===== src/rtl/response_time_analysis_assert.svh =====
// assertion macros used by the rta_ctrl module
`ifndef RESPONSE_TIME_ANALYSIS_ASSERT_SVH
`define RESPONSE_TIME_ANALYSIS_ASSERT_SVH

// implication checked on every clock edge outside reset
`define RTA_ASSERT_IMP(label, ant, cons) \
    label: assert property (@(posedge clk) disable iff (!rst_n) (ant) |-> (cons)) \
        else $error("rta check failed");

// implication with the consequent checked in the cycle after the antecedent
`define RTA_ASSERT_NXT(label, ant, cons) \
    label: assert property (@(posedge clk) disable iff (!rst_n) (ant) |=> (cons)) \
        else $error("rta check failed");

`endif


===== src/rtl/rta_pkg.sv =====
// ----------------------------------------------------------------------------
// rta_pkg
// types and codes shared by the response time analysis block
// ----------------------------------------------------------------------------
package rta_pkg;

    localparam int ITER_WIDTH = 24;
    localparam int STATUS_WIDTH = 2;

    typedef enum logic [1:0] {
        ST_LOAD  = 2'd0,
        ST_SCHED = 2'd1,
        ST_MISS  = 2'd2,
        ST_LIMIT = 2'd3
    } status_t;

    typedef enum logic [3:0] {
        S_IDLE,
        S_BASE,
        S_ITER,
        S_RD,
        S_RDW,
        S_QDIV,
        S_DIVW,
        S_MUL,
        S_ACC,
        S_CHECK,
        S_OUT
    } state_t;

    // controller to datapath
    typedef struct packed {
        logic load_query;
        logic write_entry;
        logic form_base;
        logic start_iter;
        logic rd_entry;
        logic start_div;
        logic do_mul;
        logic do_acc;
        logic next_round;
        logic set_result;
        status_t result_status;
        logic [1:0] result_kind; // 0 zero, 1 base, 2 deadline plus one, 3 r
    } dp_cmd_t;

    // datapath to controller
    typedef struct packed {
        logic base_miss;
        logic entry_sel;
        logic last_entry;
        logic c_zero;
        logic t_zero;
        logic div_done;
        logic acc_over;
        logic fixed_point;
        logic iter_limit;
    } dp_stat_t;

    localparam logic [1:0] RK_ZERO = 2'd0;
    localparam logic [1:0] RK_BASE = 2'd1;
    localparam logic [1:0] RK_DLP1 = 2'd2;
    localparam logic [1:0] RK_R    = 2'd3;

endpackage


===== src/rtl/rta_ctrl.sv =====
// ----------------------------------------------------------------------------
// rta_ctrl
// sequencer of load and query items
// ----------------------------------------------------------------------------
module rta_ctrl (
    input  logic              clk,
    input  logic              rst_n,
    input  logic              in_fire,
    input  logic              req_type,
    input  logic              out_free,
    input  logic              last_done,
    output logic              idle,
    output logic              out_load,
    output rta_pkg::dp_cmd_t  cmd,
    input  rta_pkg::dp_stat_t stat
);
    import rta_pkg::*;

    state_t state_reg, state_next;
    logic   last_reg, last_next;

    always_comb
    begin
        state_next = state_reg;
        last_next  = last_reg;
        unique case (state_reg)
            S_IDLE:
            begin
                if (in_fire)
                begin
                    state_next = req_type ? S_BASE : S_OUT;
                end
            end
            S_BASE:  state_next = stat.base_miss ? S_OUT : S_ITER;
            S_ITER:  state_next = stat.iter_limit ? S_OUT : S_RD;
            S_RD:
            begin
                last_next  = stat.last_entry;
                state_next = stat.entry_sel ? S_RDW : (stat.last_entry ? S_CHECK : S_RD);
            end
            S_RDW:
            begin
                if (stat.c_zero)
                begin
                    state_next = last_reg ? S_CHECK : S_RD;
                end
                else if (stat.t_zero)
                begin
                    state_next = S_OUT;
                end
                else
                begin
                    state_next = S_QDIV;
                end
            end
            S_QDIV:  state_next = S_DIVW;
            S_DIVW:  state_next = stat.div_done ? S_MUL : S_DIVW;
            S_MUL:   state_next = S_ACC;
            S_ACC:
            begin
                if (stat.acc_over)
                begin
                    state_next = S_OUT;
                end
                else
                begin
                    state_next = last_reg ? S_CHECK : S_RD;
                end
            end
            S_CHECK: state_next = stat.fixed_point ? S_OUT : S_ITER;
            S_OUT:   state_next = out_free ? S_IDLE : S_OUT;
            default: state_next = S_IDLE;
        endcase
        if (state_reg == S_OUT && !out_free)
        begin
            state_next = S_OUT;
        end
    end

    always_comb
    begin
        cmd = '0;
        cmd.result_status = ST_LOAD;
        cmd.result_kind   = RK_ZERO;
        unique case (state_reg)
            S_IDLE:
            begin
                cmd.load_query  = in_fire;
                cmd.write_entry = in_fire && !req_type;
                cmd.set_result  = in_fire && !req_type;
            end
            S_BASE:
            begin
                cmd.form_base     = 1'b1;
                cmd.set_result    = stat.base_miss;
                cmd.result_status = ST_MISS;
                cmd.result_kind   = RK_BASE;
            end
            S_ITER:
            begin
                cmd.start_iter    = !stat.iter_limit;
                cmd.set_result    = stat.iter_limit;
                cmd.result_status = ST_LIMIT;
            end
            S_RD:    cmd.rd_entry = 1'b1;
            S_RDW:
            begin
                cmd.set_result    = !stat.c_zero && stat.t_zero;
                cmd.result_status = ST_MISS;
                cmd.result_kind   = RK_DLP1;
            end
            S_QDIV:  cmd.start_div = 1'b1;
            S_MUL:   cmd.do_mul = 1'b1;
            S_ACC:
            begin
                cmd.do_acc        = !stat.acc_over;
                cmd.set_result    = stat.acc_over;
                cmd.result_status = ST_MISS;
                cmd.result_kind   = RK_DLP1;
            end
            S_CHECK:
            begin
                cmd.next_round    = 1'b1;
                cmd.set_result    = stat.fixed_point;
                cmd.result_status = ST_SCHED;
                cmd.result_kind   = RK_R;
            end
            default: ;
        endcase
    end

    assign idle     = (state_reg == S_IDLE);
    assign out_load = (state_reg == S_OUT) && out_free;

    always_ff @(posedge clk or negedge rst_n)
    begin
        if (!rst_n)
        begin
            state_reg <= S_IDLE;
            last_reg  <= 1'b0;
        end
        else
        begin
            state_reg <= state_next;
            last_reg  <= last_next;
        end
    end

    `include "response_time_analysis_assert.svh"
    `RTA_ASSERT_IMP(a_load_idle, in_fire, state_reg == S_IDLE)
    `RTA_ASSERT_NXT(a_out_leave, out_load, state_reg == S_IDLE)
    `RTA_ASSERT_IMP(a_div_state, cmd.start_div, state_reg == S_QDIV)
    `RTA_ASSERT_IMP(a_done_frees, last_done && state_reg == S_OUT, out_load)
    `RTA_ASSERT_NXT(a_result_out, cmd.set_result, state_reg == S_OUT)

endmodule


===== config.mk =====
export PLATFORM = sky130hd
export DESIGN_NAME = rta_ctrl
export DESIGN_NICKNAME = d
export VERILOG_FILES = /design/src/rtl/rta_pkg.sv /design/src/rtl/rta_ctrl.sv
export VERILOG_INCLUDE_DIRS = /design/src /design/src/rtl
export SDC_FILE = /design/constraint.sdc
export NUM_CORES = 1
export LEC_CHECK = 0
export BUFFER_PORTS_ARGS = -buffer_cell sky130_fd_sc_hd__buf_2
export CAP_MARGIN = 20
export CORE_MARGIN = 3
export CORE_UTILIZATION = 45
export DETAILED_ROUTE_END_ITERATION = 7
export PLACE_DENSITY = 0.79
export SLEW_MARGIN = 40
export SYNTH_ARGS = -nofsm -noshare
export SYNTH_HDL_FRONTEND = slang
export SYNTH_SLANG_ARGS = --single-unit

===== constraint.sdc =====
create_clock -name clk -period 2.5 [get_ports clk]
set_input_delay 0.375 -clock clk [delete_from_list [all_inputs] [get_ports clk]]
set_output_delay 0.375 -clock clk [all_outputs]
set_load 0.01 [all_outputs]

==> results of run 1 <==
cells by family after synthesis:
kind of cell | count (synthesis)
simple gates | 47
mux | 4
compound gates | 23
buf+inv | 11
flops | 5
worst max-delay path, delay by kind of cell, from the launching register on:
family / cells / cell delay [ns]
compound gates: 1 / 0.11
buf+inv: 2 / 0.20
flops: 1 / 0.49
simple gates: 3 / 0.78
cell usage after synthesis (2+ instances only):
cell type	n	area share, %
nor2b_1	4	4.1
or3_1	2	2.0
a31oi_1	4	4.1
inv_1	3	1.8
a21oi_1	7	5.7
mux2i_1	2	3.3
o31a_1	2	2.9
nor3_1	7	5.7
o21ai_0	3	2.4
nor2_1	13	8.0
o21ai_1	3	2.4
nand2b_1	5	5.1
dfrtp_1	5	20
buf_2	5	4.1
nand2_1	7	4.3
metal layers:
metal / GRT usage, % / part of all wire (%) / vias up
li1: - / - / 376
met1: 24.2 / 42 / 380
met2: 32.3 / 49 / 38
met3: 5.08 / 6.9 / 6
met4: 8.07 / 1.6 / 0
met5: 0 / 0 / -
power by group through the flow:
stage	clock, W	sequential, W	combinational [W]
after floorplan	0	0.000143	0.000507
after global routing	0.000104	0.000211	0.000696
final	0.0000938	0.000205	0.000622
after global placement	0	0.000202	0.000607
after detailed placement	0	0.000201	0.000618
after CTS	0.0000966	0.000201	0.000620
worst max path at each step:
stage	startpoint	endpoint	depth (start not counted)
after global routing	state_reg[0]	cmd[4]	6
after global placement	state_reg[0]	cmd[4]	6
after CTS	state_reg[0]	cmd[4]	6
final	state_reg[0]	cmd[4]	6
after floorplan	state_reg[1]	cmd[4]	6
after detailed placement	state_reg[0]	cmd[4]	6
final cells by class:
type | instances | area (um^2)
multi-input combinational | 74 | 433
fill | 108 | 392
timing repair buffer | 33 | 178
tap | 14 | 17.5
clock buffer | 4 | 26.3
sequential | 5 | 125
inverter | 4 | 15.0
per-stage QoR:
| stage | hold slack (ns) | utilization, % | area (um^2) | setup WS [ns] |
|---|---|---|---|---|
| 4_1_cts | 0.382 | 67.0 | 795 | 0.291 |
| 2_1_floorplan | 0.0794 | - | 613 | 0.689 |
| 3_5_place_dp | 0.192 | 63.9 | 758 | 0.556 |
| 5_1_grt | 0.412 | 67.0 | 795 | 0.154 |
| 6_report | 0.391 | 67.0 | 795 | 0.282 |
| 3_3_place_gp | 0.189 | 63.9 | 758 | 0.584 |
repair_timing:
| action | in CTS | in global routing |
|---|---|---|
| gates resized for setup | 0 | 0 |
| hold buffers | 1 | 0 |
| hold endpoints to repair | 5 | 0 |
==> impl_metrics.py, run 1 <==
metrics = {
    "worst_setup_path": {
        "critPathArrivalTime_ns": 1.84,
        "end_kind": "output pin",
        "critPathSlowestCell": "dfrtp_1",
        "ff2ff_path_depth": 5,
        "timing.critical_path.slowest_cell_delay_ns": 0.49,
        "cp.required_ns": 2.12,
        "r2r_setup_slack_ns": 0.81,
        "worst-setup-path-type": "flop to output pin",
        "crit_path_start_kind": "flop",
        "path_cells": "or2_1 -> or3_4 -> inv_2 -> nand2_1 -> o21ai_1 -> buf_2",
        "r2r_start": "state_reg[2]",
        "cp_max_fo": 11,
        "r2r-end": "state_reg[3]",
    },
    "sta": {
        "report.final.hold_viol_count": 0,
        "grt_setup_unrepaired": "no",
        "fin_crit_ns": 2.22,
        "min_period_over_period_pct": 88.7,
        "setup_viol": 0,
        "skew_ns": 0.00423,
        "worstMarginPinSlew_ns": 0.346,
        "max_freq_mhz": 451,
        "slew_headroom_pct": 77.0,
        "finalMaxSlewViolations": 0,
        "finalSetupTns_ns": 0,
    },
    "floorplan": {
        "die_y_um": 42.9,
        "die_width_um": 42.9,
        "dieArea_mm2": 0.00184,
        "ios": 31,
        "core-area_mm2": 0.00119,
        "rows": 12,
        "start_util_pct": 51.7,
    },
    "layout": {
        "stdcell_count": 134,
        "layout_common_cells": "buf_2 (29), nor2_1 (13), nor3_1 (7), nand2_1 (7), a21oi_1 (7)",
        "largest_reg_flops": 4,
        "nets": 136,
        "final_common_cell": "buf_2",
        "drive_above_1_share_pct": 31.7,
        "antennaDiodeCount": 0,
        "area_growth_pct": 29.6,
    },
    "pwr": {
        "ir_drop_mv": 0.734,
        "total_power_w": 0.000921,
        "p_comb_share_pct": 67.5,
        "power_frac_seq_pct": 22.3,
        "p_leak_nw": 0.402,
        "p_int_w": 0.000468,
        "cellPowerDensity_mw_per_mm2": 1160,
        "switchingPower_w": 0.000453,
        "swShare_pct": 49.2,
        "clockPowerShare_pct": 10.2,
    },
    "yosys": {
        "ys_seq_area_share_pct": 20.4,
        "synth-simple-area-share_pct": 40.8,
        "avgSynthCellArea_um2": 6.81,
        "synth_mux_area_share_pct": 6.94,
        "yosysUniqueCellTypes": 33,
        "synthFlopType": "dfrtp_1",
        "synth_fa_ha_area_share_pct": 0,
        "synth_edf_count": 0,
        "yosysWarningCount": 0,
        "async_flop_share_pct": 100,
        "ys_ff_latch": 5,
        "syn-num-nets": 105,
        "synth_compound_area_share_pct": 22.9,
        "synth_top_family_by_area": "simple AND/OR/NAND/NOR gates",
        "netlist_area_um2": 613,
        "syn_inst": 90,
        "yosys.area_share.xor_xnor_pct": 0,
    },
    "drt": {
        "antenna_left": 0,
        "drc": 0,
        "routed_via_density": 5.97,
        "initialDrtViolationCount": 16,
        "via_count": 800,
        "wl_per_cell_um": 12.8,
        "drt_wl_total_um": 1720,
        "firstDrtPassIters": 6,
    },
    "global_routing": {
        "grt_max_degree": 14,
        "antenna_found_initial": 0,
        "grt.total_usage_pct": 19.8,
        "grt_pass1_vias": 665,
        "grt-ovfl-total": 0,
        "grt_pass1_wl_um": 2820,
    },
    "clocking": {
        "numCtsBuffers": 3,
        "cts_setup_buffers": 0,
        "cts_buffer_depth": 2,
        "cts-root-buf": "clkbuf_4",
        "cts_sinks": 5,
        "cts_max_level": 1,
        "clk_latency_ns": 0.25,
        "clkTransAtPathRegs_ns": 0.04,
        "cts_tree": "yes",
    },
    "place": {
        "numPortBuffers": 29,
        "gp_routability_congestion": 0.795,
        "dp.cells": 129,
        "dp_hpwl_um": 1320,
    },
    "run": {
        "drv_cap": 0,
    },
    "min_path": {
        "holdPathStages": 2,
        "min_to": "last_reg",
        "hold_start": "stat[6]",
        "hp-class": "primary input to flop",
    },
    "outcome": {
        "outcome": "finished, final reports clean",
    },
}
Note: power is estimated with default switching activity, not from simulation.
==> run 2, diff against run 1 <==
==> constraint.sdc (replaced) <==
create_clock -name clk -period 2.5 [get_ports clk]
set_input_delay 0.125 -clock clk [delete_from_list [all_inputs] [get_ports clk]]
set_output_delay 0.125 -clock clk [all_outputs]
set_load 0.01 [all_outputs]
==> run 2 against run 1 <==
Setup slack better by 0.20 ns; cell area decreased by 2.8%; worst hold slack worse by 0.26 ns; non-clock buffer count down 3; maximum frequency up 10%; sequential share of layout area is 0.46 points higher; wire length decreased by 3.4%; first-iteration DRC count is 44% higher; utilization decreased by 1.9 points; clock skew up 0.00054 ns.
==> impl_metrics.py, run 2 (synthesis results as in run 1) <==
metrics = {
    "floorplan": {
        "rows": 12,
        "die_width_um": 42.9,
        "ios": 31,
        "start_util_pct": 51.7,
        "core-area_mm2": 0.00119,
        "die_y_um": 42.9,
        "dieArea_mm2": 0.00184,
    },
    "clocking": {
        "clk_latency_ns": 0.25,
        "cts.hold.buffers_added": 1,
        "cts-root-buf": "clkbuf_4",
        "cts_sinks": 5,
        "cts_setup_buffers": 0,
        "cts_tree": "yes",
        "cts_buffer_depth": 2,
        "clkTransAtPathRegs_ns": 0.05,
        "cts_max_level": 1,
        "cts_resized": 0,
        "numCtsBuffers": 3,
    },
    "pwr": {
        "ir_drop_mv": 0.841,
        "power_frac_seq_pct": 27.9,
        "p_int_w": 0.000442,
        "cellPowerDensity_mw_per_mm2": 1150,
        "clockPowerShare_pct": 11.0,
        "swShare_pct": 50.2,
        "p_leak_nw": 0.387,
        "p_comb_share_pct": 61.1,
        "switchingPower_w": 0.000446,
    },
    "worst_setup_path": {
        "worst-setup-path-type": "flop to output pin",
        "r2r_start": "state_reg[2]",
        "cp_max_fo": 20,
        "ff2ff_path_depth": 4,
        "critPathArrivalTime_ns": 1.89,
        "crit_start": "state_reg[3]",
        "end_kind": "output pin",
        "crit_path_start_kind": "flop",
        "cp.required_ns": 2.38,
    },
    "layout": {
        "fin_util_pct": 65.1,
        "largest_reg_flops": 4,
        "nets": 133,
        "layout_common_cells": "buf_2 (29), nor2_1 (13), nor3_1 (7), nand2_1 (7), a21oi_1 (7)",
        "area_growth_pct": 25.9,
        "final_area_um2": 772,
        "final_common_cell": "buf_2",
        "antennaDiodeCount": 0,
        "drive_above_1_share_pct": 29.9,
    },
    "global_routing": {
        "grt_pass1_wl_um": 2670,
        "grt-ovfl-total": 0,
        "grt_max_degree": 24,
        "grt.total_usage_pct": 18.9,
        "antenna_found_initial": 0,
        "grt_pass1_vias": 628,
    },
    "min_path": {
        "holdPathStages": 2,
        "hp-class": "primary input to flop",
        "hold_start": "stat[6]",
    },
    "sta": {
        "fin_crit_ns": 2.01,
        "slew_headroom_pct": 57.3,
        "setup_viol": 0,
        "finalSetupTns_ns": 0,
        "report.final.hold_viol_count": 0,
        "fin_hold_ws_ns": 0.132,
        "grt_setup_unrepaired": "no",
        "setup_slack_ns": 0.487,
        "worstMarginPinSlew_ns": 0.640,
        "min_period_over_period_pct": 80.5,
        "finalMaxSlewViolations": 0,
        "skew_ns": 0.00477,
        "max_freq_mhz": 497,
    },
    "place": {
        "dp_hpwl_um": 1200,
        "pre_cts_ws_ns": 0.758,
        "place_area_um2": 736,
        "gp_routability_congestion": 0.789,
        "numPortBuffers": 29,
    },
    "drt": {
        "wl_per_cell_um": 12.7,
        "drt_wl_total_um": 1660,
        "drc": 0,
        "via_count": 751,
        "routed_via_density": 5.73,
        "initialDrtViolationCount": 23,
        "antenna_left": 0,
        "firstDrtPassIters": 4,
    },
    "outcome": {
        "outcome": "finished, final reports clean",
    },
    "run": {
        "drv_cap": 0,
    },
}
-- run 2: cell types whose count changed in the layout (fill, tap and decap cells not counted), sizes merged --
cell and change:
buf -3
-- run 2: metal layers --
metal / part of all wire, % / vias up / global-route usage (%)
met5: 0 / - / 0
met4: 0.24 / 0 / 6.21
met3: 7.7 / 2 / 6.78
met2: 48 / 33 / 30.2
met1: 44 / 344 / 23.1
li1: - / 372 / -
-- run 2: path summary, 6_finish.rpt --
kind                           endpoint  slack [ns]
max reg2reg                state_reg[3]        0.81
max                              cmd[4]        0.49
max in group asynchronous  state_reg[1]        2.09
min in group asynchronous      last_reg        0.27
min reg2reg                    last_reg        0.57
min                            last_reg        0.13
-- run 2: power by group through the flow --
stage	Sequential (W)	Combinational, W	Clock (W)
after floorplan	0.000143	0.000507	0
after global placement	0.000244	0.000531	0
after detailed placement	0.000246	0.000537	0
after CTS	0.000245	0.000540	0.0000988
after global routing	0.000261	0.000594	0.000107
final	0.000248	0.000543	0.0000973
-- run 2: area by class of cell --
| type | instances | area, um^2 |
|---|---|---|
| well taps | 14 | 17.5 |
| multi-input cells | 74 | 433 |
| fillers | 102 | 414 |
| inverters | 4 | 15.0 |
| repair buffers | 30 | 155 |
| flip-flops and latches | 5 | 125 |
| clock buffers | 4 | 26.3 |
-- run 2: per-stage QoR --
stage | cells | power (W)
6_report | 131 | 0.000888
5_1_grt | 131 | 0.000962
4_1_cts | 131 | 0.000884
3_5_place_dp | 126 | 0.000784
3_3_place_gp | 126 | 0.000775
2_1_floorplan | 90 | 0.000650
-- run 2: worst max-delay path: stages (launching register included) --
cell and delay, ns:
dfrtp_1 0.72, mux2i_1 0.25, nor3_1 0.06, a211oi_1 0.36
o21ai_1 0.10, buf_2 0.15
